<file path="src/cspu_pkg.sv">
// shared types, constants and helpers of the can signal pack/unpack block
package cspu_pkg;

  localparam int SigWidth      = 32;
  localparam int StoreBytes    = 1024;
  localparam int MaxFrameBytes = 64;
  localparam int AddrW         = $clog2(StoreBytes);
  localparam int LenW          = 7;
  localparam int OrderW        = 3;
  localparam int SbW           = 9;
  localparam int CntW          = 6;
  localparam int PosW          = 12;
  localparam int ByteNumW      = PosW - 3;
  localparam int WinBytes      = (SigWidth + 7 + 7) / 8;
  localparam int WinW          = WinBytes * 8;
  localparam int ByteIdxW      = $clog2(WinBytes);

  typedef enum logic [OrderW-1:0] {
    FmtIntelStd = 3'd0,
    FmtIntelSeq = 3'd1,
    FmtMotLsb   = 3'd2,
    FmtMotMsb   = 3'd3,
    FmtMotSeq   = 3'd4
  } fmt_e;

  typedef enum logic {
    OpRead  = 1'b0,
    OpWrite = 1'b1
  } op_e;

  typedef enum logic [2:0] {
    StClear,
    StIdle,
    StSetup,
    StRead,
    StMerge,
    StFinish
  } state_e;

  typedef struct packed {
    op_e                 op;
    logic [AddrW-1:0]    base;
    logic [LenW-1:0]     len;
    logic [OrderW-1:0]   order;
    logic [SbW-1:0]      sb;
    logic [CntW-1:0]     cnt;
    logic [SigWidth-1:0] wv;
  } req_t;

  typedef struct packed {
    logic                fmt_err;
    logic                motorola;
    logic                empty;
    logic [ByteNumW-1:0] first_byte;
    logic [2:0]          shift;
    logic [ByteIdxW-1:0] last_idx;
    logic [CntW-1:0]     cnt;
    logic [LenW-1:0]     len;
  } loc_t;

  function automatic logic [SigWidth-1:0] low_mask(input logic [CntW-1:0] cnt);
    logic [SigWidth-1:0] m;
    if (cnt >= CntW'(SigWidth)) begin
      m = '1;
    end else begin
      m = (SigWidth'(1) << cnt) - SigWidth'(1);
    end
    return m;
  endfunction

endpackage

</file>
<file path="src/cspu_locate.sv">
// signal position decode: first frame byte, bit shift and byte span of a request
module cspu_locate (
  input  cspu_pkg::req_t req_i,
  output cspu_pkg::loc_t loc_o
);
  import cspu_pkg::*;

  logic [LenW-1:0]  len_c;
  logic [CntW-1:0]  cnt_c;
  logic [PosW-1:0]  total;
  logic [PosW-1:0]  sbs;
  logic [PosW-1:0]  sbx;
  logic [PosW-1:0]  cnts;
  logic [PosW-1:0]  p0;
  logic             err;
  logic [CntW:0]    span;

  always_comb begin
    len_c = (req_i.len > LenW'(MaxFrameBytes)) ? LenW'(MaxFrameBytes) : req_i.len;
    cnt_c = (req_i.cnt > CntW'(SigWidth)) ? CntW'(SigWidth) : req_i.cnt;
    total = PosW'({len_c, 3'b000});
    sbs   = PosW'(req_i.sb);
    sbx   = PosW'(req_i.sb ^ SbW'(7));
    cnts  = PosW'(cnt_c);
    err   = 1'b0;
    case (req_i.order)
      FmtIntelStd: p0 = sbs;
      FmtIntelSeq: p0 = sbx;
      FmtMotLsb:   p0 = total - (sbx + PosW'(1));
      FmtMotMsb:   p0 = total - (sbx + cnts);
      FmtMotSeq:   p0 = total - (sbs + cnts);
      default: begin
        p0  = '0;
        err = 1'b1;
      end
    endcase
    span = (CntW+1)'(p0[2:0]) + (CntW+1)'(cnt_c) - (CntW+1)'(1);

    loc_o.fmt_err    = err;
    loc_o.motorola   = !err && (req_i.order != FmtIntelStd) && (req_i.order != FmtIntelSeq);
    loc_o.empty      = (cnt_c == '0);
    loc_o.first_byte = p0[PosW-1:3];
    loc_o.shift      = p0[2:0];
    loc_o.last_idx   = ByteIdxW'(span >> 3);
    loc_o.cnt        = cnt_c;
    loc_o.len        = len_c;
  end

endmodule

</file>
<file path="config.mk">
export PLATFORM = sky130hd
export DESIGN_NAME = cspu_locate
export DESIGN_NICKNAME = d
export VERILOG_FILES = /design/src/cspu_pkg.sv /design/src/cspu_locate.sv
export SDC_FILE = /design/constraint.sdc
export NUM_CORES = 1
export LEC_CHECK = 0
export CAP_MARGIN = 20
export CORE_MARGIN = 2
export CORE_UTILIZATION = 61
export DETAILED_ROUTE_END_ITERATION = 16
export DONT_BUFFER_PORTS = 1
export PLACE_DENSITY = 0.83
export SLEW_MARGIN = 0
export SYNTH_ARGS = -nofsm -noshare
export SYNTH_HDL_FRONTEND = slang
export SYNTH_SLANG_ARGS = --single-unit
</file>
<file path="constraint.sdc">
create_clock -name vclk -period 10.2
set_input_delay 2.04 -clock vclk [all_inputs]
set_output_delay 2.04 -clock vclk [all_outputs]
set_load 0.01 [all_outputs]
</file>
After elaboration in Yosys (flattened, before gate mapping). Cells that the tools add are included.

Register bits after elaboration: 0. Bits in latches: 0. RAM bits: 0. ROM bits: 0. Input bits: 68. Output and inout bits: 31. Word-level logic and storage cells: 26. Memories kept: 0.

Add/sub/neg operators: 8. Multiply operators: 0. Divide/modulo/power cells: 0. Magnitude comparators: 2. Equality and inequality tests: 5. Shifts and indexed selects: 0. Multiplexer cells: 4. Bitwise operators: 1. Reduce and logical (&&, ||, !) cells: 6.

Operator list (count): one-hot mux 12 bit (5 select lines) (1); subtractor 10 x 10 -> 11 bit (3); adder 9 x 6 -> 10 bit (2); adder 9 x 1 -> 10 bit (second input constant) (1); > comparator 7 bit (second input constant) (1); two-way mux 7 bit (1); adder 3 x 6 -> 6 bit (1); == test 3 x 2 -> 1 bit (second input constant) (2); > comparator 6 bit (second input constant) (1); zero test 6 bit (1); two-way mux 6 bit (1); subtractor 6 x 1 -> 6 bit (second input constant) (1); OR reduction 5 bit (1); == test 3 x 1 -> 1 bit (second input constant) (1); == test 3 bit (second input constant) (1); zero test 3 bit (1); inequality test 3 x 1 -> 1 bit (second input constant) (1); NOT 3 bit (1); nonzero test 3 bit (1); logical AND 1 bit (2); two-way mux 1 bit (1).

Logic depth before layout (Yosys ltp). Gate-level depths: netlist of the first run.

Word-level depth: 7. Mapped depth: 17.

Worst setup path before layout of the first run. No wires, ideal clock.

Path type: in2out. From: input port req_i[37] (netlist name). To: output port loc_o[15] (netlist name). Arrival: 4969 ps. Data required time: 8160 ps. Path slack: 3191 ps. Stages on the path: 17. Path buffers: 0. Cells stage by stage: inv_1 -> nand2_1 -> inv_1 -> ha_1 -> inv_1 -> ha_1 -> fa_1 -> mux2i_1 -> mux2_2 -> o21a_1 -> ha_1 -> inv_1 -> ha_1 -> nor3_1 -> o221ai_1 -> a31oi_1 -> xnor2_1.

RTL lines: start, declared (RTL line cspu_locate.sv:3) `input cspu_pkg::req_t req_i,`; end, declared (RTL line cspu_locate.sv:4) `output cspu_pkg::loc_t loc_o`.

==> run_results.csv, run 1 <==
group,metric,value,unit
drt,routedWlPerCell,15.3,um
synth,synth_cells,243,
drt,drc,0,
timing,period_share,71.6,%
synth,yosysTopAreaCell,"ha_1",
setup_path,critPathKind,"input pin to primary output",
setup_path,crit_buf_inv,4,
setup_path,path_max_fanout,6,
drt,wl,3.97,mm
finish,drive_above_1_share,3.49,%
placed_design,gp_congestion,0.863,
power,vdd_drop_max,0.0000496,V
power,netSwitchingFraction,60.0,%
global_routing,grt_usage,25.8,%
timing,fmax,137,MHz
global_routing,grt_pass1_wl,6.93,mm
finish,nets,336,
clocking,cts_setup_buffers,0,
placed_design,dp_hpwl,3.33,mm
setup_path,crit_chain,"inv_1 > nand2_1 > inv_1 > ha_1 > inv_1 > ha_1 > fa_1 > mux2i_1 > mux2_2 > o21a_1 > ha_1 > inv_1 > ha_1 > nor3_1 > o221ai_1 > a31oi_1 > xnor2_1",
global_routing,overflow,0,
finish,multi_input_comb_area,0.00147,sq mm
timing,relSlewSlack,64.5,%
setup_path,end_kind,"primary output",
drt,postRouteAntennaNets,0,
min_path,hold_depth,0,
synth,synth_seq_area_share,0,%
clocking,hold_buffers,0,
power,switchingPower,0.0739,mW
finish,n_sequential_cell,0,
drt,drt-initial-drc-count,46,
global_routing,antenna_found_initial,0,
power,p_seq_share,0,%
synth,synth_area,0.00169,sq mm
power,power,0.123,mW
drt,vias,1671,
timing,setup_viol,0,
setup_path,critPathArrivalTime,5.26,ns
synth,synth-simple-area-share,18.3,%
setup_path,critical_path.slowest_cell,"fa_1",
synth,synth.net_count,348,
synth,synthXorXnorAreaFrac,4.66,%
die,die_y,56.7,um
finish,fin_util,61.6,%
flow_run,drv_cap,0,
power,p_leak,0.858,nW
finish,area_growth,-2.22,%
global_routing,grt_pass1_vias,1577,
die,ios,99,
outcome,status,"finished, final reports clean",
setup_path,slowest_delay,0.50,ns
die,core,0.00269,sq mm
power,pwr-share-clk,0,%
placed_design,portBuffers,0,
finish,final-seq-area,0,sq um
timing,tns,0,ns
synth,syn_avg_cell_area,6.96,sq um
timing,worst_slew_pin_slew,0.532,ns
die,die_x,56.7,um
synth,muxShareOfSynthArea,5.10,%
setup_path,cp_top_family,"adder cells",
synth,synth_fa_ha_area_share,30.0,%
power,comb_power_share,100.0,%
power,power_density,74.4,mW/mm^2
finish,nClkBuffers,0,
synth,synth.distinct_cells,45,
drt,avgViaCountPerCell,6.43,
die,die_area,0.00321,sq mm
global_routing,grt_max_degree,16,
die,start_util,63.0,%
setup_path,crit_required,8.16,ns
drt,first_pass_iters,4,
timing,hold_viol,0,
finish,nFillCells,263,
synth,synth_top_family_by_area,"adder cells",
min_path,hold_class,"input pin to primary output",
setup_path,cp-start-kind,"input pin",
synth,yosys_warnings,0,
finish,antennaDiodeCount,0,
synth,ys_top_cells_by_area,"ha_1 (23%), inv_1 (8.4%), fa_1 (7.1%), a21oi_1 (5.0%), nor3_1 (3.8%)",
synth,synthDominantCellAreaShare,22.9,%
power,p_int,0.0492,mW
die,fp-row-count,19,
setup_path,cp.depth,17,
timing,post-route-min-period,7.30,ns
timing,rsz0062_at_grt,"no",
clocking,cts-resized-gates,0,
timing,slew_violations,0,
synth,synth_compound_area_share,28.8,%
synthesized netlist by cell type, drive strengths merged:
cell type	n
a22oi	5
a21o	5
inv	39
or2	1
o22ai	5
nand4	2
o21a	4
o221a	1
nor3	13
or3	1
nand2b	6
and2	3
buf	5
nor2	12
o21ai	12
a31oi	2
nor2b	4
mux2i	6
xor2	5
a32o	1
nand3	3
and3	1
mux2	2
a211oi	3
a211o	1
fa	6
a21oi	18
o221ai	4
ha	31
clkbuf	9
xnor2	4
or4	1
o2111ai	1
a22o	3
o21bai	4
a32oi	1
o211ai	1
nand2	17
a221oi	1
through the flow:
step | area [sq um] | setup slack, ns | instances | hold WS (ns)
floorplan | 1690 | 3.19 | 243 | 4.13
detailed placement | 1650 | 2.87 | 260 | 4.08
global route | 1650 | 2.67 | 260 | 4.08
CTS | 1650 | 2.87 | 260 | 4.08
global placement | 1650 | 2.95 | 260 | 4.08
finish | 1650 | 2.90 | 260 | 4.08
power by group through the flow:
stage | registers [mW] | clock network (mW) | logic (mW)
floorplan | 0 | 0 | 0.106
global placement | 0 | 0 | 0.118
detailed placement | 0 | 0 | 0.121
CTS | 0 | 0 | 0.122
global route | 0 | 0 | 0.139
finish | 0 | 0 | 0.123
final timing paths:
check / slack [ns] / startpoint / end
max: 2.90 / req_i[37] / loc_o[15]
min: 4.08 / req_i[37] / loc_o[12]
cell type report:
type	instances	share of cell area [%]
inverters	39	8.85
multi-input cells	190	88.8
well taps	31	2.34
cell families (layout without fill, tap and decap cells):
family	Yosys count	after routing
multiplexers	8	8
AO/OA/AOI/OAI	72	72
adder cells (fa/ha/maj)	37	37
buffers and inverters	53	39
AND/OR/NAND/NOR	64	64
XOR/XNOR	9	9
metal layers:
layer,share of wire [%],global-route usage (%),vias up
met5,0,0,-
li1,-,-,835
met2,47,43.9,68
met3,8.1,2.76,4
met1,45,36.3,764
met4,0.30,2.04,0
placed cells by master (no fill, tap or decap), drive strengths merged, types with 5 or more instances in the layout:
master  instances
nor3           13
mux2i           6
o21ai          12
inv            39
fa              6
xor2            5
ha             31
a21oi          18
nand2          17
o22ai           5
a22oi           5
nor2           12
nand2b          6
a21o            5
(Power assumes the default switching activity.)
==> run 2: changes to the inputs <==
PLACE_DENSITY = 0.86   (was 0.83)
clock period = 5.97 ns   (was 10.2 ns; I/O delays follow)
==> run 2 against run 1 <==
  * Global-route usage decreased by 1.1 points
  * Combinational power increased by 71%
  * Die area unchanged
==> run_results.csv, run 2 (synthesis gave the netlist of run 1 again) <==
group,metric,value,unit
die,ios,99,
timing,setup_viol,0,
die,die_y,56.7,um
die,fp-row-count,19,
finish,final-seq-area,0,sq um
global_routing,grt_pass1_vias,1597,
timing,period_share,94.1,%
setup_path,critPathArrivalTime,4.42,ns
clocking,hold_buffers,0,
finish,area_growth,-2.22,%
drt,vias,1660,
drt,first_pass_iters,4,
setup_path,end_kind,"primary output",
finish,nFillCells,276,
drt,drc,0,
power,power_density,127,mW/mm^2
timing,fmax,178,MHz
setup_path,critPathKind,"input pin to primary output",
power,p_leak,0.858,nW
drt,postRouteAntennaNets,0,
power,vdd_drop_max,0.0000811,V
drt,routedWlPerCell,15.2,um
timing,post-route-min-period,5.61,ns
global_routing,grt_usage,24.7,%
global_routing,grt_max_degree,16,
finish,final_cell_mix,"inv_1 (38), ha_1 (31), nand2_1 (17), a21oi_1 (17), nor3_1 (13)",
drt,avgViaCountPerCell,6.38,
finish,final_cells,260,
min_path,hold_depth,0,
timing,worst_slew_pin_slew,0.534,ns
die,die_area,0.00321,sq mm
placed_design,placed_area,0.00165,sq mm
min_path,hold_class,"input pin to primary output",
die,core,0.00269,sq mm
drt,drt-initial-drc-count,50,
setup_path,path_max_fanout,6,
outcome,status,"finished, final reports clean",
timing,rsz0062_at_grt,"no",
timing,hold_viol,0,
flow_run,drv_cap,0,
finish,nClkBuffers,0,
placed_design,dp_hpwl,3.40,mm
timing,slew_violations,0,
timing,relSlewSlack,64.3,%
timing,tns,0,ns
finish,fin_util,61.6,%
finish,nets,336,
placed_design,gp_congestion,0.887,
die,die_x,56.7,um
die,start_util,63.0,%
placed_design,portBuffers,0,
setup_path,crit_required,4.78,ns
finish,drive_above_1_share,3.49,%
finish,n_sequential_cell,0,
clocking,cts-resized-gates,0,
clocking,cts_setup_buffers,0,
global_routing,antenna_found_initial,0,
global_routing,grt_pass1_wl,6.60,mm
setup_path,cp-start-kind,"input pin",
finish,antennaDiodeCount,0,
drt,wl,3.96,mm
finish,final_common_cell,"inv_1",
finish,design_area,0.00165,sq mm
power,power,0.210,mW
placed_design,placed_cells,260,
global_routing,overflow,0,
[run 2: metal layers]
layer	part of all wire, %	vias to the layer above	track usage [%]
li1	-	830	-
met1	44	760	32.6
met2	47	62	42.7
met3	6.5	8	2.53
met4	1.9	0	5.78
met5	0	-	0
[run 2: worst paths after layout]
path	startpoint	to	slack [ns]
worst max-delay path	req_i[37]	loc_o[15]	0.36
worst min-delay path	req_i[37]	loc_o[12]	2.39
[run 2: layout make-up]
class	instances	area [sq um]	area share, %
multi-input cells	190	1470	88.8
inverters	39	146	8.85
well taps	31	38.8	2.34
[run 2: power breakdown]
group	internal, mW	switching (mW)	total (mW)
sequential	0	0	0
clock	0	0	0
combinational	0.0840	0.126	0.210
total	0.0840	0.126	0.210
[run 2: per-stage QoR]
step,setup slack (ns),hold WS [ns]
2_1_floorplan,0.653,2.44
3_3_place_gp,0.423,2.39
3_5_place_dp,0.329,2.39
4_1_cts,0.323,2.39
5_1_grt,0.113,2.39
6_report,0.355,2.39
[run 2: critical path, cell delays in order]
cell,delay [ns]
inv_1,0.09
nand2_1,0.13
inv_1,0.11
ha_1,0.29
inv_1,0.04
ha_1,0.23
fa_1,0.50
mux2i_1,0.07
mux2_2,0.27
o21a_1,0.19
ha_1,0.27
inv_1,0.04
ha_1,0.21
nor3_1,0.19
o221ai_1,0.17
a31oi_1,0.24
xnor2_1,0.20
==> run 3: changes to the inputs <==
REMOVE_ABC_BUFFERS = 1   (was unset)
==> run 3 against run 2 <==
  * Utilization stayed put
  * Critical path type unchanged
  * Die area unchanged
  * Setup slack gained 0.029 ns
  * Sequential cell count is the same
  * Critical path depth did not move
  * Hold slack stayed put
  * First-iteration DRC count rose by 6.0%
  * Wire length up 2.3%
  * Via count shrank 2.0%
  * Maximum frequency rose by 0.52%
  * Highest routed layer unchanged
  * Sequential share of layout area is the same
==> run_results.csv, run 3 (synthesis gave the netlist of run 1 again) <==
group,metric,value,unit
power,p_seq_share,0,%
finish,final-seq-area,0,sq um
finish,nets,336,
min_path,hold_class,"input pin to primary output",
outcome,status,"finished, final reports clean",
die,fp-row-count,19,
drt,drt-initial-drc-count,53,
timing,post-route-min-period,5.59,ns
drt,postRouteAntennaNets,0,
global_routing,grt_usage,25.3,%
finish,final_cell_mix,"inv_1 (38), ha_1 (31), nand2_1 (17), a21oi_1 (17), nor3_1 (13)",
power,vdd_drop_max,0.0000939,V
flow_run,drv_cap,0,
setup_path,end_kind,"primary output",
finish,antennaDiodeCount,0,
setup_path,critPathKind,"input pin to primary output",
clocking,cts-resized-gates,0,
setup_path,critPathArrivalTime,4.39,ns
finish,drive_above_1_share,3.49,%
min_path,hold_depth,0,
power,p_leak,0.858,nW
finish,nClkBuffers,0,
die,ios,99,
power,pwr-share-clk,0,%
placed_design,dp_hpwl,3.46,mm
timing,slew_violations,0,
setup_path,crit_start,"req_i[37]",
timing,tns,0,ns
die,core,0.00269,sq mm
power,switchingPower,0.126,mW
min_path,holdPathEnd,"loc_o[6]",
die,die_area,0.00321,sq mm
clocking,hold_buffers,0,
setup_path,path_max_fanout,6,
power,p_int,0.0838,mW
placed_design,portBuffers,0,
global_routing,antenna_found_initial,0,
timing,worst_slew_pin_slew,0.537,ns
timing,relSlewSlack,64.2,%
finish,area_growth,-2.22,%
drt,wl,4.06,mm
die,die_x,56.7,um
finish,multi_input_comb_area,0.00147,sq mm
timing,period_share,93.6,%
timing,fmax,179,MHz
global_routing,grt_max_degree,16,
timing,holdWs,2.39,ns
placed_design,gp_congestion,0.884,
drt,routedWlPerCell,15.6,um
timing,rsz0062_at_grt,"no",
timing,hold_viol,0,
setup_path,cp-start-kind,"input pin",
drt,avgViaCountPerCell,6.26,
global_routing,grt_pass1_wl,6.70,mm
power,netSwitchingFraction,60.1,%
clocking,cts_setup_buffers,0,
die,start_util,63.0,%
power,comb_power_share,100.0,%
finish,nFillCells,240,
finish,n_sequential_cell,0,
min_path,hold_start,"req_i[56]",
drt,vias,1627,
finish,final_common_cell,"inv_1",
global_routing,grt_pass1_vias,1576,
drt,drc,0,
setup_path,crit_required,4.78,ns
timing,setup_viol,0,
drt,first_pass_iters,4,
die,die_y,56.7,um
global_routing,overflow,0,
power,power_density,127,mW/mm^2
run 3: cell counts in the layout (fill, tap and decap cells not counted):
No cell type changed its count.
run 3: how the worst max path moves through the flow:
stage | slack (ns) | end
6_report | 0.38 | loc_o[15]
5_1_grt | 0.18 | loc_o[15]
4_1_cts | 0.40 | loc_o[15]
3_5_place_dp | 0.41 | loc_o[15]
3_3_place_gp | 0.39 | loc_o[15]
2_1_floorplan | 0.65 | loc_o[15]
run 3: worst max-delay path: stages:
cell and delay (ns):
inv_1 0.09, nand2_1 0.13, inv_1 0.11, ha_1 0.29, inv_1 0.04, ha_1 0.22, fa_1 0.49, mux2i_1 0.06
mux2_2 0.26, o21a_1 0.20, ha_1 0.28, inv_1 0.04, ha_1 0.22, nor3_1 0.18, o221ai_1 0.17, a31oi_1 0.24
xnor2_1 0.20
run 3: through the flow:
| step | instances | setup WS, ns | util, % | instance area, sq um | power (mW) |
|---|---|---|---|---|---|
| global placement | 260 | 0.394 | 61.6 | 1650 | 0.202 |
| floorplan | 229 | 0.653 | - | 1620 | 0.173 |
| global route | 260 | 0.177 | 61.6 | 1650 | 0.235 |
| detailed placement | 260 | 0.407 | 61.6 | 1650 | 0.207 |
| CTS | 260 | 0.396 | 61.6 | 1650 | 0.208 |
| finish | 260 | 0.384 | 61.6 | 1650 | 0.210 |
run 3: layout make-up:
cell class,count,area share [%]
multi-input cells,190,88.8
well taps,31,2.34
inverters,39,8.85
run 3: power groups by stage:
stage          logic, mW  registers [mW]  clock network (mW)
3_5_place_dp       0.207               0                   0
2_1_floorplan      0.173               0                   0
4_1_cts            0.208               0                   0
3_3_place_gp       0.202               0                   0
6_report           0.210               0                   0
5_1_grt            0.235               0                   0
run 3: routing by layer:
layer / vias to the layer above / GRT usage [%] / part of all wire, % / wire [um]
met5: - / 0 / 0 / 0
met4: 0 / 3.06 / 0.76 / 31
met3: 4 / 5.30 / 7.6 / 309
met2: 59 / 45.8 / 49 / 1990
met1: 732 / 31.2 / 42 / 1720
li1: 832 / - / - / -
